`config.mk`:
```
export PLATFORM = sky130hd
export DESIGN_NAME = synth_voice_allocator_flat
export DESIGN_NICKNAME = d
export VERILOG_FILES = /design/src/hdl/sva_pkg.sv /design/src/hdl/sva_if.sv /design/src/hdl/sva_voice_table.sv /design/src/hdl/sva_voice_alu.sv /design/src/hdl/sva_sequencer.sv /design/src/hdl/synth_voice_allocator.sv /design/src/flat_wrapper.sv
export VERILOG_INCLUDE_DIRS = /design/src /design/src/hdl
export SDC_FILE = /design/constraint.sdc
export NUM_CORES = 1
export LEC_CHECK = 0
export ABC_AREA = 1
export BUFFER_PORTS_ARGS = -buffer_cell sky130_fd_sc_hd__buf_4
export CORE_UTILIZATION = 47
export CTS_CLUSTER_SIZE = 24
export DETAILED_ROUTE_END_ITERATION = 8
export PLACE_DENSITY_LB_ADDON = 0.08
export REMOVE_ABC_BUFFERS = 1
export SLEW_MARGIN = 20
export SYNTH_ARGS = -nofsm -noshare
export SYNTH_HDL_FRONTEND = slang
export SYNTH_SLANG_ARGS = --single-unit
```
`constraint.sdc`:
```
create_clock -name clock -period 14.65 [get_ports clock]
set_input_delay 2.1975 -clock clock [delete_from_list [all_inputs] [get_ports clock]]
set_output_delay 2.1975 -clock clock [all_outputs]
set_load 0.1 [all_outputs]
```
`src/hdl/synth_voice_allocator_macros.svh`:
```
// ---------------------------------------------------------------------------
// Voice allocator assertion macros
// Concurrent check macros; they expand to nothing in synthesis builds.
// ---------------------------------------------------------------------------
`ifndef SYNTH_VOICE_ALLOCATOR_MACROS_SVH
`define SYNTH_VOICE_ALLOCATOR_MACROS_SVH

`ifndef SYNTHESIS

// same-cycle implication
`define SVA_ASSERT_IMP(label, clk, rst, ante, cons) \
   label: assert property (@(posedge clk) disable iff (rst) (ante) |-> (cons)) \
      else $error("voice allocator: same-cycle check failed");

// next-cycle implication
`define SVA_ASSERT_NEXT(label, clk, rst, ante, cons) \
   label: assert property (@(posedge clk) disable iff (rst) (ante) |=> (cons)) \
      else $error("voice allocator: next-cycle check failed");

`else

`define SVA_ASSERT_IMP(label, clk, rst, ante, cons)
`define SVA_ASSERT_NEXT(label, clk, rst, ante, cons)

`endif

`endif

```
`src/hdl/sva_pkg.sv`:
```
// ---------------------------------------------------------------------------
// Voice allocator package
// Widths, codes, voice record and inter-module structs.
// ---------------------------------------------------------------------------
package sva_pkg;

   localparam int VOICE_SLOTS = 16;
   localparam int SLOT_W      = $clog2(VOICE_SLOTS);
   localparam int COUNT_W     = ($clog2(VOICE_SLOTS + 1) > 5) ? $clog2(VOICE_SLOTS + 1) : 5;

   localparam int MODE_W       = 3;
   localparam int CHANNEL_W    = 5;
   localparam int NOTE_W       = 7;
   localparam int Q15_W        = 16;
   localparam int AGE_W        = 32;
   localparam int SLOT_OUT_W   = 4;
   localparam int COUNT_OUT_W  = 5;
   localparam int LIMIT_CODE_W = 2;
   localparam int CSR_INDEX_W  = 4;
   localparam int CSR_DATA_W   = 16;

   localparam logic [SLOT_W-1:0]       LAST_SLOT  = SLOT_W'(VOICE_SLOTS - 1);
   localparam logic [Q15_W-1:0]        Q15_ONE    = 16'h8000;
   localparam logic [AGE_W-1:0]        AGE_MAX    = '1;
   localparam logic [CSR_INDEX_W-1:0]  CSR_VOICE_LIMIT  = 4'd0;
   localparam logic [CSR_INDEX_W-1:0]  CSR_RELEASE_STEP = 4'd1;
   localparam logic [LIMIT_CODE_W-1:0] LIMIT_CODE_RESET = 2'd3;
   localparam logic [Q15_W-1:0]        RELEASE_STEP_RESET = 16'd256;

   typedef enum logic [1:0] {
      STAGE_OFF     = 2'd0,
      STAGE_SUSTAIN = 2'd1,
      STAGE_RELEASE = 2'd2
   } stage_type;

   typedef enum logic [MODE_W-1:0] {
      MODE_NOTE_ON       = 3'd0,
      MODE_NOTE_OFF      = 3'd1,
      MODE_ALL_NOTES_OFF = 3'd2,
      MODE_ALL_SOUND_OFF = 3'd3,
      MODE_FRAME_TICK    = 3'd4
   } mode_type;

   typedef enum logic [2:0] {
      ST_IDLE,
      ST_SCAN,
      ST_CHECK,
      ST_ASSIGN,
      ST_OP,
      ST_FINAL,
      ST_DONE
   } state_type;

   typedef struct packed {
      stage_type              stage;
      logic [CHANNEL_W-1:0]   channel;
      logic [NOTE_W-1:0]      note;
      logic [Q15_W-1:0]       velocity;
      logic [Q15_W-1:0]       envelope;
      logic [AGE_W-1:0]       age;
   } voice_type;

   typedef struct packed {
      logic [MODE_W-1:0]      mode;
      logic [CHANNEL_W-1:0]   channel;
      logic [NOTE_W-1:0]      note;
      logic [Q15_W-1:0]       velocity;
   } req_type;

   typedef struct packed {
      logic                   active;
      logic                   release_stage;
      logic                   match;
      logic                   chan_match;
      logic                   older;
      logic                   env_end;
      logic                   step_live;
      logic [Q15_W-1:0]       env_next;
      logic [Q15_W-1:0]       vel_clamp;
   } alu_res_type;

   typedef struct packed {
      logic                   en;
      logic [SLOT_W-1:0]      idx;
      voice_type              voice;
   } wr_type;

   typedef struct packed {
      logic [SLOT_OUT_W-1:0]  voice_slot;
      logic                   slot_valid;
      logic                   stole_voice;
      logic [COUNT_OUT_W-1:0] active_count;
      logic                   note_active;
   } result_type;

endpackage

```
`src/hdl/sva_if.sv`:
```
// ---------------------------------------------------------------------------
// Voice allocator channel interfaces
// Request, response and register-write channels with valid/ready handshake.
// ---------------------------------------------------------------------------
interface sva_req_if import sva_pkg::*; ();
   logic                 valid;
   logic                 ready;
   logic [MODE_W-1:0]    mode;
   logic [CHANNEL_W-1:0] channel;
   logic [NOTE_W-1:0]    note;
   logic [Q15_W-1:0]     velocity;

   modport source (output valid, mode, channel, note, velocity, input ready);
   modport sink   (input valid, mode, channel, note, velocity, output ready);
endinterface

interface sva_rsp_if import sva_pkg::*; ();
   logic                   valid;
   logic                   ready;
   logic [SLOT_OUT_W-1:0]  voice_slot;
   logic                   slot_valid;
   logic                   stole_voice;
   logic [COUNT_OUT_W-1:0] active_count;
   logic                   note_active;

   modport source (output valid, voice_slot, slot_valid, stole_voice, active_count,
                   note_active, input ready);
   modport sink   (input valid, voice_slot, slot_valid, stole_voice, active_count,
                   note_active, output ready);
endinterface

interface sva_csr_if import sva_pkg::*; ();
   logic                   valid;
   logic                   ready;
   logic [CSR_INDEX_W-1:0] index;
   logic [CSR_DATA_W-1:0]  data;

   modport source (output valid, index, data, input ready);
   modport sink   (input valid, index, data, output ready);
endinterface

```
`src/hdl/sva_voice_table.sv`:
```
// ---------------------------------------------------------------------------
// Voice table
// One record per voice in flip-flops; one read and one write address.
// ---------------------------------------------------------------------------
module sva_voice_table import sva_pkg::*; (
   input  logic              clock,
   input  logic              reset,
   input  logic [SLOT_W-1:0] rd_idx,
   output voice_type         rd_voice,
   input  wr_type            wr
);

   voice_type voices_ff [VOICE_SLOTS];

   // reset only marks every voice inactive; payload is rewritten on use
   always_ff @(posedge clock) begin
      if (reset) begin
         for (int i = 0; i < VOICE_SLOTS; i++) begin
            voices_ff[i].stage <= STAGE_OFF;
         end
      end else if (wr.en) begin
         voices_ff[wr.idx] <= wr.voice;
      end
   end

   assign rd_voice = voices_ff[rd_idx];

endmodule

```
`src/hdl/sva_voice_alu.sv`:
```
// ---------------------------------------------------------------------------
// Voice compare unit
// Shared match, age compare and envelope subtract for the scanned voice.
// ---------------------------------------------------------------------------
module sva_voice_alu import sva_pkg::*; (
   input  voice_type         voice,
   input  req_type           req,
   input  logic              best_found,
   input  logic [AGE_W-1:0]  best_age,
   input  logic [Q15_W-1:0]  release_step,
   output alu_res_type       res
);

   logic active;

   assign active = (voice.stage != STAGE_OFF);

   always_comb begin
      res.active        = active;
      res.release_stage = (voice.stage == STAGE_RELEASE);
      res.match         = active && (voice.channel == req.channel) && (voice.note == req.note);
      // channel zero addresses every channel
      res.chan_match    = active && ((req.channel == '0) || (voice.channel == req.channel));
      // strict compare keeps the lowest index on equal ages
      res.older         = active && (!best_found || (voice.age < best_age));
      res.env_end       = (voice.envelope <= release_step);
      res.step_live     = (release_step != '0);
      res.env_next      = voice.envelope - release_step;
      res.vel_clamp     = (req.velocity > Q15_ONE) ? Q15_ONE : req.velocity;
   end

endmodule

```
`src/hdl/sva_sequencer.sv`:
```
// ---------------------------------------------------------------------------
// Voice allocator sequencer
// Walks the voice table one entry a cycle: scan, evict, apply, recount.
// ---------------------------------------------------------------------------
module sva_sequencer import sva_pkg::*; (
   input  logic                    clock,
   input  logic                    reset,
   input  logic                    req_fire,
   input  req_type                 req_data,
   input  logic [LIMIT_CODE_W-1:0] limit_code,
   input  logic                    out_free,
   input  voice_type               rd_voice,
   input  alu_res_type             alu,
   output logic [SLOT_W-1:0]       rd_idx,
   output wr_type                  wr,
   output req_type                 req_q,
   output logic                    best_found,
   output logic [AGE_W-1:0]        best_age,
   output logic                    busy,
   output logic                    done,
   output result_type              result
);

   state_type state_ff, state_in;

   logic [SLOT_W-1:0]  idx_ff, idx_in;
   req_type            req_ff, req_in;
   logic [COUNT_W-1:0] count_ff, count_in;
   logic               old_found_ff, old_found_in;
   logic [SLOT_W-1:0]  old_idx_ff, old_idx_in;
   logic [AGE_W-1:0]   old_age_ff, old_age_in;
   logic               free_found_ff, free_found_in;
   logic [SLOT_W-1:0]  free_idx_ff, free_idx_in;
   logic               match_found_ff, match_found_in;
   logic [SLOT_W-1:0]  match_idx_ff, match_idx_in;
   logic [AGE_W-1:0]   age_ctr_ff, age_ctr_in;
   logic [SLOT_W-1:0]  slot_ff, slot_in;
   logic               slot_valid_ff, slot_valid_in;
   logic               stole_ff, stole_in;

   logic [COUNT_W-1:0] limit;
   logic               last;
   logic               use_free;

   assign limit    = COUNT_W'(2) << limit_code;
   assign last     = (idx_ff == LAST_SLOT);
   assign use_free = (count_ff < limit) && free_found_ff;

   // control registers
   always_ff @(posedge clock) begin
      if (reset) begin
         state_ff   <= ST_IDLE;
         age_ctr_ff <= '0;
      end else begin
         state_ff   <= state_in;
         age_ctr_ff <= age_ctr_in;
      end
   end

   // scan accumulators and request copy
   always_ff @(posedge clock) begin
      idx_ff         <= idx_in;
      req_ff         <= req_in;
      count_ff       <= count_in;
      old_found_ff   <= old_found_in;
      old_idx_ff     <= old_idx_in;
      old_age_ff     <= old_age_in;
      free_found_ff  <= free_found_in;
      free_idx_ff    <= free_idx_in;
      match_found_ff <= match_found_in;
      match_idx_ff   <= match_idx_in;
      slot_ff        <= slot_in;
      slot_valid_ff  <= slot_valid_in;
      stole_ff       <= stole_in;
   end

   // next state and table writes
   always_comb begin
      voice_type upd;

      state_in       = state_ff;
      idx_in         = idx_ff;
      req_in         = req_ff;
      count_in       = count_ff;
      old_found_in   = old_found_ff;
      old_idx_in     = old_idx_ff;
      old_age_in     = old_age_ff;
      free_found_in  = free_found_ff;
      free_idx_in    = free_idx_ff;
      match_found_in = match_found_ff;
      match_idx_in   = match_idx_ff;
      age_ctr_in     = age_ctr_ff;
      slot_in        = slot_ff;
      slot_valid_in  = slot_valid_ff;
      stole_in       = stole_ff;
      wr             = '0;
      done           = 1'b0;
      upd            = rd_voice;

      case (state_ff)
         ST_IDLE: begin
            if (req_fire) begin
               req_in         = req_data;
               idx_in         = '0;
               count_in       = '0;
               old_found_in   = 1'b0;
               free_found_in  = 1'b0;
               match_found_in = 1'b0;
               slot_in        = '0;
               slot_valid_in  = 1'b0;
               stole_in       = 1'b0;
               state_in       = ST_SCAN;
            end
         end

         // count, oldest, first free and first match in one pass
         ST_SCAN: begin
            if (alu.active) begin
               count_in = count_ff + COUNT_W'(1);
            end
            if (alu.older) begin
               old_found_in = 1'b1;
               old_idx_in   = idx_ff;
               old_age_in   = rd_voice.age;
            end
            if (!alu.active && !free_found_ff) begin
               free_found_in = 1'b1;
               free_idx_in   = idx_ff;
            end
            if (alu.match && !match_found_ff) begin
               match_found_in = 1'b1;
               match_idx_in   = idx_ff;
            end
            idx_in = idx_ff + SLOT_W'(1);
            if (last) begin
               idx_in   = '0;
               state_in = ST_CHECK;
            end
         end

         // drop the oldest voice while over the limit, else dispatch
         ST_CHECK: begin
            if (count_ff > limit) begin
               wr.en          = 1'b1;
               wr.idx         = old_idx_ff;
               wr.voice       = '0;
               count_in       = '0;
               old_found_in   = 1'b0;
               free_found_in  = 1'b0;
               match_found_in = 1'b0;
               state_in       = ST_SCAN;
            end else begin
               case (mode_type'(req_ff.mode))
                  MODE_NOTE_ON: begin
                     state_in = (req_ff.velocity != '0) ? ST_ASSIGN : ST_OP;
                  end
                  MODE_NOTE_OFF, MODE_ALL_NOTES_OFF, MODE_ALL_SOUND_OFF,
                  MODE_FRAME_TICK: begin
                     state_in = ST_OP;
                  end
                  default: begin
                     count_in       = '0;
                     match_found_in = 1'b0;
                     state_in       = ST_FINAL;
                  end
               endcase
            end
         end

         // reuse, then free slot under the limit, then steal the oldest
         ST_ASSIGN: begin
            wr.en = 1'b1;
            if (match_found_ff) begin
               wr.idx = match_idx_ff;
            end else if (use_free) begin
               wr.idx = free_idx_ff;
            end else if (old_found_ff) begin
               wr.idx   = old_idx_ff;
               stole_in = 1'b1;
            end else begin
               wr.idx = '0;
            end
            age_ctr_in = (age_ctr_ff == AGE_MAX) ? age_ctr_ff : age_ctr_ff + AGE_W'(1);
            wr.voice.stage    = STAGE_SUSTAIN;
            wr.voice.channel  = req_ff.channel;
            wr.voice.note     = req_ff.note;
            wr.voice.velocity = alu.vel_clamp;
            wr.voice.envelope = Q15_ONE;
            wr.voice.age      = age_ctr_in;
            slot_in        = wr.idx;
            slot_valid_in  = 1'b1;
            count_in       = '0;
            match_found_in = 1'b0;
            state_in       = ST_FINAL;
         end

         // per-voice update pass
         ST_OP: begin
            wr.idx = idx_ff;
            case (mode_type'(req_ff.mode))
               MODE_NOTE_ON, MODE_NOTE_OFF: begin
                  upd.stage = STAGE_RELEASE;
                  wr.en     = alu.match;
                  wr.voice  = upd;
               end
               MODE_ALL_NOTES_OFF: begin
                  upd.stage = STAGE_RELEASE;
                  wr.en     = alu.chan_match;
                  wr.voice  = upd;
               end
               MODE_ALL_SOUND_OFF: begin
                  wr.en    = 1'b1;
                  wr.voice = '0;
               end
               MODE_FRAME_TICK: begin
                  upd.envelope = alu.env_next;
                  wr.en        = alu.release_stage && alu.step_live;
                  wr.voice     = alu.env_end ? voice_type'('0) : upd;
               end
               default: begin
                  wr.en = 1'b0;
               end
            endcase
            idx_in = idx_ff + SLOT_W'(1);
            if (last) begin
               idx_in         = '0;
               count_in       = '0;
               match_found_in = 1'b0;
               state_in       = ST_FINAL;
            end
         end

         // recount and look up the request's note afterwards
         ST_FINAL: begin
            if (alu.active) begin
               count_in = count_ff + COUNT_W'(1);
            end
            if (alu.match) begin
               match_found_in = 1'b1;
            end
            idx_in = idx_ff + SLOT_W'(1);
            if (last) begin
               idx_in   = '0;
               state_in = ST_DONE;
            end
         end

         ST_DONE: begin
            if (out_free) begin
               done     = 1'b1;
               state_in = ST_IDLE;
            end
         end

         default: begin
            state_in = ST_IDLE;
         end
      endcase
   end

   assign rd_idx     = idx_ff;
   assign req_q      = req_ff;
   assign best_found = old_found_ff;
   assign best_age   = old_age_ff;
   assign busy       = (state_ff != ST_IDLE);

   assign result.voice_slot   = SLOT_OUT_W'(slot_ff);
   assign result.slot_valid   = slot_valid_ff;
   assign result.stole_voice  = stole_ff;
   assign result.active_count = COUNT_OUT_W'(count_ff);
   assign result.note_active  = match_found_ff;

endmodule

```
`src/hdl/synth_voice_allocator.sv`:
```
// ---------------------------------------------------------------------------
// Polyphonic voice allocator
// Voice table with note reuse, free-voice allocation and oldest-voice steal.
// ---------------------------------------------------------------------------
// One request is handled at a time, walking the 16-entry voice table one entry
// per cycle through a single read port and one shared compare/subtract unit.
// A note on with non-zero velocity scans the table, assigns a voice and
// recounts; note on with zero velocity, note off, all notes off, all sound off
// and frame tick scan, update each voice in a separate pass and recount; an
// unknown mode scans and recounts. Each voice dropped after the voice limit has
// been lowered adds another scan. A new request is taken while the previous
// response still waits in the output register. Register writes are taken at
// any time but are meant for idle periods only.
// ---------------------------------------------------------------------------
`include "synth_voice_allocator_macros.svh"

module synth_voice_allocator import sva_pkg::*; (
   input  logic      clock,
   input  logic      reset,
   sva_req_if.sink   req_bus,
   sva_rsp_if.source rsp_bus,
   sva_csr_if.sink   csr_bus
);

   logic [LIMIT_CODE_W-1:0] limit_code_ff;
   logic [Q15_W-1:0]        release_step_ff;
   logic                    rsp_valid_ff, rsp_valid_in;
   result_type              rsp_ff, rsp_in;

   logic        req_fire;
   req_type     req_data;
   req_type     req_q;
   logic        busy;
   logic        done;
   logic        out_free;
   result_type  result;
   logic [SLOT_W-1:0] rd_idx;
   voice_type   rd_voice;
   wr_type      wr;
   alu_res_type alu;
   logic        best_found;
   logic [AGE_W-1:0] best_age;

   // request channel
   assign req_bus.ready     = !busy;
   assign req_fire          = req_bus.valid && req_bus.ready;
   assign req_data.mode     = req_bus.mode;
   assign req_data.channel  = req_bus.channel;
   assign req_data.note     = req_bus.note;
   assign req_data.velocity = req_bus.velocity;

   // register writes
   assign csr_bus.ready = 1'b1;

   always_ff @(posedge clock) begin
      if (reset) begin
         limit_code_ff   <= LIMIT_CODE_RESET;
         release_step_ff <= RELEASE_STEP_RESET;
      end else if (csr_bus.valid && csr_bus.ready) begin
         if (csr_bus.index == CSR_VOICE_LIMIT) begin
            limit_code_ff <= csr_bus.data[LIMIT_CODE_W-1:0];
         end else if (csr_bus.index == CSR_RELEASE_STEP) begin
            release_step_ff <= csr_bus.data[Q15_W-1:0];
         end
      end
   end

   // response output register
   assign out_free = !rsp_valid_ff || rsp_bus.ready;

   always_comb begin
      rsp_valid_in = rsp_valid_ff;
      rsp_in       = rsp_ff;
      if (done) begin
         rsp_valid_in = 1'b1;
         rsp_in       = result;
      end else if (rsp_bus.ready) begin
         rsp_valid_in = 1'b0;
      end
   end

   always_ff @(posedge clock) begin
      if (reset) begin
         rsp_valid_ff <= 1'b0;
      end else begin
         rsp_valid_ff <= rsp_valid_in;
      end
   end

   always_ff @(posedge clock) begin
      rsp_ff <= rsp_in;
   end

   assign rsp_bus.valid        = rsp_valid_ff;
   assign rsp_bus.voice_slot   = rsp_ff.voice_slot;
   assign rsp_bus.slot_valid   = rsp_ff.slot_valid;
   assign rsp_bus.stole_voice  = rsp_ff.stole_voice;
   assign rsp_bus.active_count = rsp_ff.active_count;
   assign rsp_bus.note_active  = rsp_ff.note_active;

   sva_voice_table u_table (
      .clock    (clock),
      .reset    (reset),
      .rd_idx   (rd_idx),
      .rd_voice (rd_voice),
      .wr       (wr)
   );

   sva_voice_alu u_alu (
      .voice        (rd_voice),
      .req          (req_q),
      .best_found   (best_found),
      .best_age     (best_age),
      .release_step (release_step_ff),
      .res          (alu)
   );

   sva_sequencer u_seq (
      .clock      (clock),
      .reset      (reset),
      .req_fire   (req_fire),
      .req_data   (req_data),
      .limit_code (limit_code_ff),
      .out_free   (out_free),
      .rd_voice   (rd_voice),
      .alu        (alu),
      .rd_idx     (rd_idx),
      .wr         (wr),
      .req_q      (req_q),
      .best_found (best_found),
      .best_age   (best_age),
      .busy       (busy),
      .done       (done),
      .result     (result)
   );

   // checks
   `SVA_ASSERT_IMP(a_steal_has_slot, clock, reset,
                   rsp_bus.valid && rsp_bus.stole_voice, rsp_bus.slot_valid)
   `SVA_ASSERT_IMP(a_assigned_note_active, clock, reset,
                   rsp_bus.valid && rsp_bus.slot_valid, rsp_bus.note_active)
   `SVA_ASSERT_NEXT(a_accept_goes_busy, clock, reset, req_fire, busy)
   `SVA_ASSERT_NEXT(a_done_loads_output, clock, reset, done, rsp_bus.valid && !busy)

endmodule
```
`src/flat_wrapper.sv`:
```
// flat-port wrapper written by rule: the top's interface ports become plain ports
module synth_voice_allocator_flat import sva_pkg::*;
  (clock, reset, req_bus_valid, req_bus_mode, req_bus_channel, req_bus_note, req_bus_velocity, req_bus_ready, rsp_bus_valid, rsp_bus_voice_slot, rsp_bus_slot_valid, rsp_bus_stole_voice, rsp_bus_active_count, rsp_bus_note_active, rsp_bus_ready, csr_bus_valid, csr_bus_index, csr_bus_data, csr_bus_ready);
  sva_req_if req_bus_i ();
  sva_rsp_if rsp_bus_i ();
  sva_csr_if csr_bus_i ();
  input  logic clock;
  input  logic reset;
  input wire logic [$bits(req_bus_i.valid)-1:0] req_bus_valid;
  input wire logic [$bits(req_bus_i.mode)-1:0] req_bus_mode;
  input wire logic [$bits(req_bus_i.channel)-1:0] req_bus_channel;
  input wire logic [$bits(req_bus_i.note)-1:0] req_bus_note;
  input wire logic [$bits(req_bus_i.velocity)-1:0] req_bus_velocity;
  output wire logic [$bits(req_bus_i.ready)-1:0] req_bus_ready;
  output wire logic [$bits(rsp_bus_i.valid)-1:0] rsp_bus_valid;
  output wire logic [$bits(rsp_bus_i.voice_slot)-1:0] rsp_bus_voice_slot;
  output wire logic [$bits(rsp_bus_i.slot_valid)-1:0] rsp_bus_slot_valid;
  output wire logic [$bits(rsp_bus_i.stole_voice)-1:0] rsp_bus_stole_voice;
  output wire logic [$bits(rsp_bus_i.active_count)-1:0] rsp_bus_active_count;
  output wire logic [$bits(rsp_bus_i.note_active)-1:0] rsp_bus_note_active;
  input wire logic [$bits(rsp_bus_i.ready)-1:0] rsp_bus_ready;
  input wire logic [$bits(csr_bus_i.valid)-1:0] csr_bus_valid;
  input wire logic [$bits(csr_bus_i.index)-1:0] csr_bus_index;
  input wire logic [$bits(csr_bus_i.data)-1:0] csr_bus_data;
  output wire logic [$bits(csr_bus_i.ready)-1:0] csr_bus_ready;
  assign req_bus_i.valid = req_bus_valid;
  assign req_bus_i.mode = req_bus_mode;
  assign req_bus_i.channel = req_bus_channel;
  assign req_bus_i.note = req_bus_note;
  assign req_bus_i.velocity = req_bus_velocity;
  assign req_bus_ready = req_bus_i.ready;
  assign rsp_bus_valid = rsp_bus_i.valid;
  assign rsp_bus_voice_slot = rsp_bus_i.voice_slot;
  assign rsp_bus_slot_valid = rsp_bus_i.slot_valid;
  assign rsp_bus_stole_voice = rsp_bus_i.stole_voice;
  assign rsp_bus_active_count = rsp_bus_i.active_count;
  assign rsp_bus_note_active = rsp_bus_i.note_active;
  assign rsp_bus_i.ready = rsp_bus_ready;
  assign csr_bus_i.valid = csr_bus_valid;
  assign csr_bus_i.index = csr_bus_index;
  assign csr_bus_i.data = csr_bus_data;
  assign csr_bus_ready = csr_bus_i.ready;
  synth_voice_allocator u_core (.clock(clock), .reset(reset), .req_bus(req_bus_i), .rsp_bus(rsp_bus_i), .csr_bus(csr_bus_i));
endmodule
```
==> results of run 1 <==
-- cell type report --
cell class                 instances  area, um^2  share of cell area [%]
clock buffer                     152        3130                    5.81
timing repair buffer             134        1030                    1.91
inverter                         201         815                    1.51
sequential                      1155       34100                    63.3
multi-input combinational       2410       12500                    23.2
clock inverter                    64         564                    1.05
tap                             1368        1710                    3.18
-- metal layers --
layer  routed length [um]  vias to the layer above  track usage [%]  share of wire, %
met2                62100                      968             41.1                48
li1                     -                    14700                -                 -
met4                 3050                        0             6.31               2.3
met3                 7010                      194             2.99               5.4
met1                58400                    15600             36.0                45
met5                    0                        -                0                 0
-- power by group through the flow --
stage / Combinational, mW / Sequential, mW / Clock [mW]
detailed placement: 3.15 / 4.08 / 0
finish: 3.17 / 4.01 / 2.90
global placement: 3.14 / 4.08 / 0
global route: 3.55 / 4.03 / 3.07
floorplan: 2.11 / 4.18 / 0
CTS: 3.16 / 4.02 / 2.95
-- kinds of logic (layout without fill, tap and decap cells) --
| group | after synthesis | in the layout | share of synthesized area, % |
|---|---|---|---|
| AOI/OAI and AO/OA | 969 | 969 | 11.9 |
| xor gates and xnor gates | 25 | 25 | 0.453 |
| adders and majority gates | 55 | 55 | 1.44 |
| buffers and inverters | 443 | 551 | 3.88 |
| DFF | 1155 | 1155 | 70.5 |
| other | 1 | 1 | 0.00776 |
| and+or+nand+nor | 1360 | 1360 | 11.8 |
-- worst max-delay path by stage --
stage | depth (start not counted) | from | endpoint
global route | 18 | register | u_core.u_table.voices_ff[14][41]
detailed placement | 21 | register | u_core.u_seq.best_age[13]
CTS | 21 | register | u_core.u_seq.best_age[5]
global placement | 21 | register | u_core.u_seq.best_age[12]
finish | 21 | register | u_core.u_seq.best_age[14]
floorplan | 19 | register | u_core.u_table.voices_ff[0][11]
-- layout by cell type, fill, tap and decap left out, drive strengths merged, types with 2 or more instances in the layout --
cell type / n
nand3: 201
clkinv: 50
o31ai: 2
nand3b: 3
nand4: 21
nand2: 411
o21bai: 5
inv: 203
xor2: 17
a21oi: 104
clkbuf: 152
buf: 134
bufinv: 8
dfxtp: 58
nor4: 14
ha: 54
or2: 2
nor3: 26
edfxtp: 1097
o21ai: 556
a31oi: 4
xnor2: 8
clkinvlp: 4
o211ai: 83
a211oi: 4
a41oi: 2
o22ai: 62
a31o: 4
nor2: 679
o221ai: 140
-- state kept, by name, indices dropped and copies added (netlist names), 5 cells and up, named ones only --
name	cells
u_core.u_table.voices_ff	992
u_core.u_seq.best_age	32
u_core.u_seq.age_ctr_ff	32
u_core.u_seq.req_q	31
u_core.u_seq.count_ff	5
u_core.rsp_bus.active_count	5
u_core.release_step_ff	16
-- through the flow --
step	hold slack, ns	instances
2_1_floorplan	0.400	3766
3_3_place_gp	0.408	5267
3_5_place_dp	0.410	5267
4_1_cts	0.422	5483
5_1_grt	0.424	5484
6_report	0.420	5484
==> impl_metrics.ini, run 1 <==
[route]
first_iter_violations = 3111
via_per_inst = 5.74
dr.pass1.iters = 5
route.detailed.drc = 0
finalWirelength_um = 131000
routedWlPerCell_um = 23.8
postRouteAntennaNets = 0
vias = 31500

[logic_synthesis]
synth.top_cells.by_count = edfxtp_1 (1097), nor2_1 (658), o21ai_0 (493), nand2_1 (406), nand3_1 (191)
ys_warn_count = 0
synth_cell_types = 51
synthFlopType = edfxtp_1
synth_most_common_cell = edfxtp_1
ys_ff_latch = 1155
synth_top_cell_area_share_pct = 68.1
syn_inst = 4008
synth-edff-count = 1097
synth_area_um2 = 48400
seq_area_frac_synth_pct = 70.5
synth.area.top_cells = edfxtp_1 (68%), nor2_1 (5.1%), o21ai_0 (5.1%), nand2_1 (3.2%), o221ai_1 (2.5%)
yosysTopAreaCell = edfxtp_1
async_reset_ff_share_pct = 0
syn_area_per_cell_um2 = 12.1

[layout]
drive_gt1_share_pct = 9.74
layout.nets = 4131
design_area_um2 = 53900
diodes = 0
area_growth_pct = 11.4
fillers = 8869
fin_util_pct = 52.9

[worst_hold_path]
whs_path_depth = 0
holdCritPathClass = reg2reg
min_to = u_core.rsp_bus.voice_slot[3]
hold_start = u_core.u_seq.slot_ff[3]

[grt]
antenna_found_initial = 4
grt_max_degree = 194
grt_use_total_pct = 25.2
grt_first_pass_wirelength_um = 196000
grt_pass1_vias = 30600
grt_overflow = 0

[place]
place.gp.congestion = 0.866
numPortBuffers = 69
placed_area_um2 = 50100
dp_hpwl_um = 69600
dpl_worst_slack_ns = 7.82

[job]
maxCapViolCount = 0

[sta]
layout_setup_ws_ns = 7.79
fmax_mhz = 146
tns_ns = 0
rsz0062_at_grt = no
tightest_slew_ns = 1.17
min_period_over_period_pct = 46.8
hold_violations = 0
slew_viol_final = 0
setup_viol = 0
maxSlewHeadroom_pct = 21.7
min_period_ns = 6.86
skew_ns = 0.0329

[critical_path]
r2r_end = u_core.u_seq.best_age[14]
cp_top_family = buffers and inverters
criticalPathCategory = reg2reg
rr_worst_depth = 21
required_ns = 14.97
endpoint_kind = register
path_cells = inv_8 > buf_4 > buf_4 > buf_4 > o21ai_0 > o221ai_1 > o211ai_1 > nand2_1 > ha_1 > a21oi_1 > o21ai_0 > nand3_1 > a21oi_1 > a211oi_1 > nor2_1 > a211oi_1 > nand2_1 > nand2_1 > nand2_1 > nor2_4 > buf_4
slowest_delay_ns = 0.90
crit_path_max_fanout = 135
cp-start-kind = register
cp_slowest_cell = buf_4
crit_buf_inv = 5
arrival_ns = 7.18
worst-r2r-setup-slack_ns = 7.79

[floorplan]
die_w_um = 323
ios = 71
rows = 117
core_um2 = 102000
dieArea_um2 = 104000
die-height_um = 323
start_util_pct = 47.5

[power_and_ir_drop]
p_leak_nw = 18.9
clockPowerShare_pct = 28.7
power_density_nw_per_um2 = 187
internal_power_mw = 6.44
power_mw = 10.1
vdd_drop_max_v = 0.000160
pwr-share-comb_pct = 31.4
p_sw_share_pct = 36.1
p_sw_mw = 3.64
seq_power_share_pct = 39.8

[clocking]
htreeDepth = 3
cts.hold.buffers_added = 0
cts_tree = built
cts_sinks = 1155
cts_root_buf = clkbuf_16
clkLatencyLatePin_ns = 0.71
cts_setup_buffers = 0
cts_made_buffers = 118
post_cts_resized = 0
clk_path_buf_depth = 3
clkTransAtPathRegs_ns = 0.06

[run_status]
status = complete, no violations
Note: power is estimated with default switching activity, not from simulation.
==> run 2: changes to the inputs <==
==> constraint.sdc (replaced) <==
create_clock -name clock -period 6 [get_ports clock]
set_input_delay 0.9 -clock clock [delete_from_list [all_inputs] [get_ports clock]]
set_output_delay 0.9 -clock clock [all_outputs]
set_load 0.1 [all_outputs]
==> run 2 against run 1 <==
  * Total power is 150% higher
  * Count of clock-buffer cells in the layout rose by 1
  * First-iteration DRC count is 0.45% lower
  * Largest cell class unchanged
  * Global-route usage is 0.085 points higher
  * Critical path type unchanged
  * Design area increased by 1.2%
  * Cell count grew 0.88%
==> impl_metrics.ini, run 2 (same netlist as run 1, synthesis figures left out) <==
[run_status]
status = complete, no violations

[floorplan]
dieArea_um2 = 104000
ios = 71
start_util_pct = 47.5
core_um2 = 102000
rows = 117
die_w_um = 323
die-height_um = 323

[critical_path]
crit_path_frequent_cell = inv_1
path_cells = buf_4 > o21ai_0 > o22ai_1 > o211ai_1 > nand2_1 > inv_1 > fa_1 > inv_1 > a31oi_1 > inv_1 > nand2_1 > nand3_1 > a21oi_1 > inv_1 > nand2_1 > a21boi_1 > nor2_4 > buf_12 > o21ai_1
cp-start-kind = register
cp_slowest_cell = o21ai_1
slowest_delay_ns = 0.85
arrival_ns = 5.33
required_ns = 6.34
endpoint_kind = register
crit_path_max_fanout = 45
criticalPathCategory = reg2reg

[sta]
tightest_slew_ns = 1.09
hold_violations = 0
slew_viol_final = 0
min_period_over_period_pct = 83.2
min_period_ns = 4.99
hold_ws_ns = 0.366
skew_ns = 0.0372
tns_ns = 0
maxSlewHeadroom_pct = 27.5
setup_viol = 0
rsz0062_at_grt = no
fmax_mhz = 200

[layout]
drive_gt1_share_pct = 10.3
top_register = u_core.u_table.voices_ff
layout.nets = 4172
fin_util_pct = 53.5
area_growth_pct = 12.8
final_cells = 5532
final_common_cell = edfxtp_1
final_cell_mix = edfxtp_1 (1097), nor2_1 (654), o21ai_0 (493)
largest_reg_flops = 992
diodes = 0

[clocking]
post_cts_resized = 0
clkTransAtPathRegs_ns = 0.06
cts.hold.buffers_added = 0
clk_path_buf_depth = 3
cts_made_buffers = 120
cts_root_buf = clkbuf_16
cts_tree = built
cts_sinks = 1155
htreeDepth = 3
clkLatencyLatePin_ns = 0.71
cts_setup_buffers = 0

[power_and_ir_drop]
p_leak_nw = 19.2
power_density_nw_per_um2 = 454
vdd_drop_max_v = 0.000291

[grt]
grt_use_total_pct = 25.3
grt_first_pass_wirelength_um = 196000
grt_pass1_vias = 30600
grt_max_degree = 149
antenna_found_initial = 0
grt_overflow = 0

[route]
via_per_inst = 5.75
dr.pass1.iters = 5
routedWlPerCell_um = 23.7
route.detailed.drc = 0
vias = 31800
postRouteAntennaNets = 0
finalWirelength_um = 131000
first_iter_violations = 3097

[place]
placedCellCount = 5305
place.gp.congestion = 0.876
dp_hpwl_um = 72300
numPortBuffers = 69

[worst_hold_path]
holdCritPathClass = in2reg

[job]
maxCapViolCount = 0
## run 2: cell count changes in the layout (fill, tap and decap cells not counted), sizes merged
cell      delta
buf         +39
inv          -3
clkinvlp     +1
clkinv      +10
clkbuf       +1
## run 2: layout make-up
type / count / area, um^2
clock buffer: 153 / 3170
clock inverter: 72 / 568
fill: 8751 / 47300
inverter: 201 / 815
multi-input combinational: 2410 / 12500
sequential: 1155 / 34100
tap: 1368 / 1710
timing repair buffer: 173 / 1700
## run 2: where the power goes
part           switching [mW]  total [mW]  leakage [nW]  internal [mW]
Clock                    3.06        7.11          1.83           4.05
Sequential              0.338        9.80          11.3           9.46
Combinational            5.48        7.83          6.06           2.35
Total                    8.87        24.7          19.2           15.9
## run 2: final timing paths
check                           slack, ns  cells after the start                   startpoint                                to
worst max-delay path                 1.01                     19                     register  u_core.u_table.voices_ff[11][24]
worst min-delay path                 0.37                      1              req_bus_note[2]            u_core.u_seq.req_q[18]
worst max register to register       1.01                     19                     register  u_core.u_table.voices_ff[11][24]
worst min register to register       0.48                      2  u_core.u_seq.age_ctr_ff[31]       u_core.u_seq.age_ctr_ff[31]
## run 2: worst max-delay path: cells and delay by family, from the launching register on
kind | cells | cell delay [ns]
simple gates | 5 | 0.48
fa+ha+maj | 1 | 0.40
compound gates | 7 | 1.93
flops | 1 | 0.67
buf+inv | 6 | 1.06
## run 2: stage by stage
step	total power [mW]	instance area (um^2)	setup slack, ns
after floorplan	15.2	47200	-16.31
after global placement	17.7	50700	1.06
after detailed placement	17.8	50800	0.985
after CTS	24.8	54500	0.944
after global routing	26.1	54500	0.624
final	24.7	54500	1.01
## run 2: routing by layer
metal | vias to the layer above | global-route usage (%) | wire, um | part of all wire [%]
met2 | 916 | 41.2 | 62600 | 48
met5 | - | 0 | 0 | 0
met3 | 179 | 3.21 | 6880 | 5.2
met1 | 15900 | 36.0 | 58900 | 45
li1 | 14800 | - | - | -
met4 | 0 | 6.19 | 2730 | 2.1
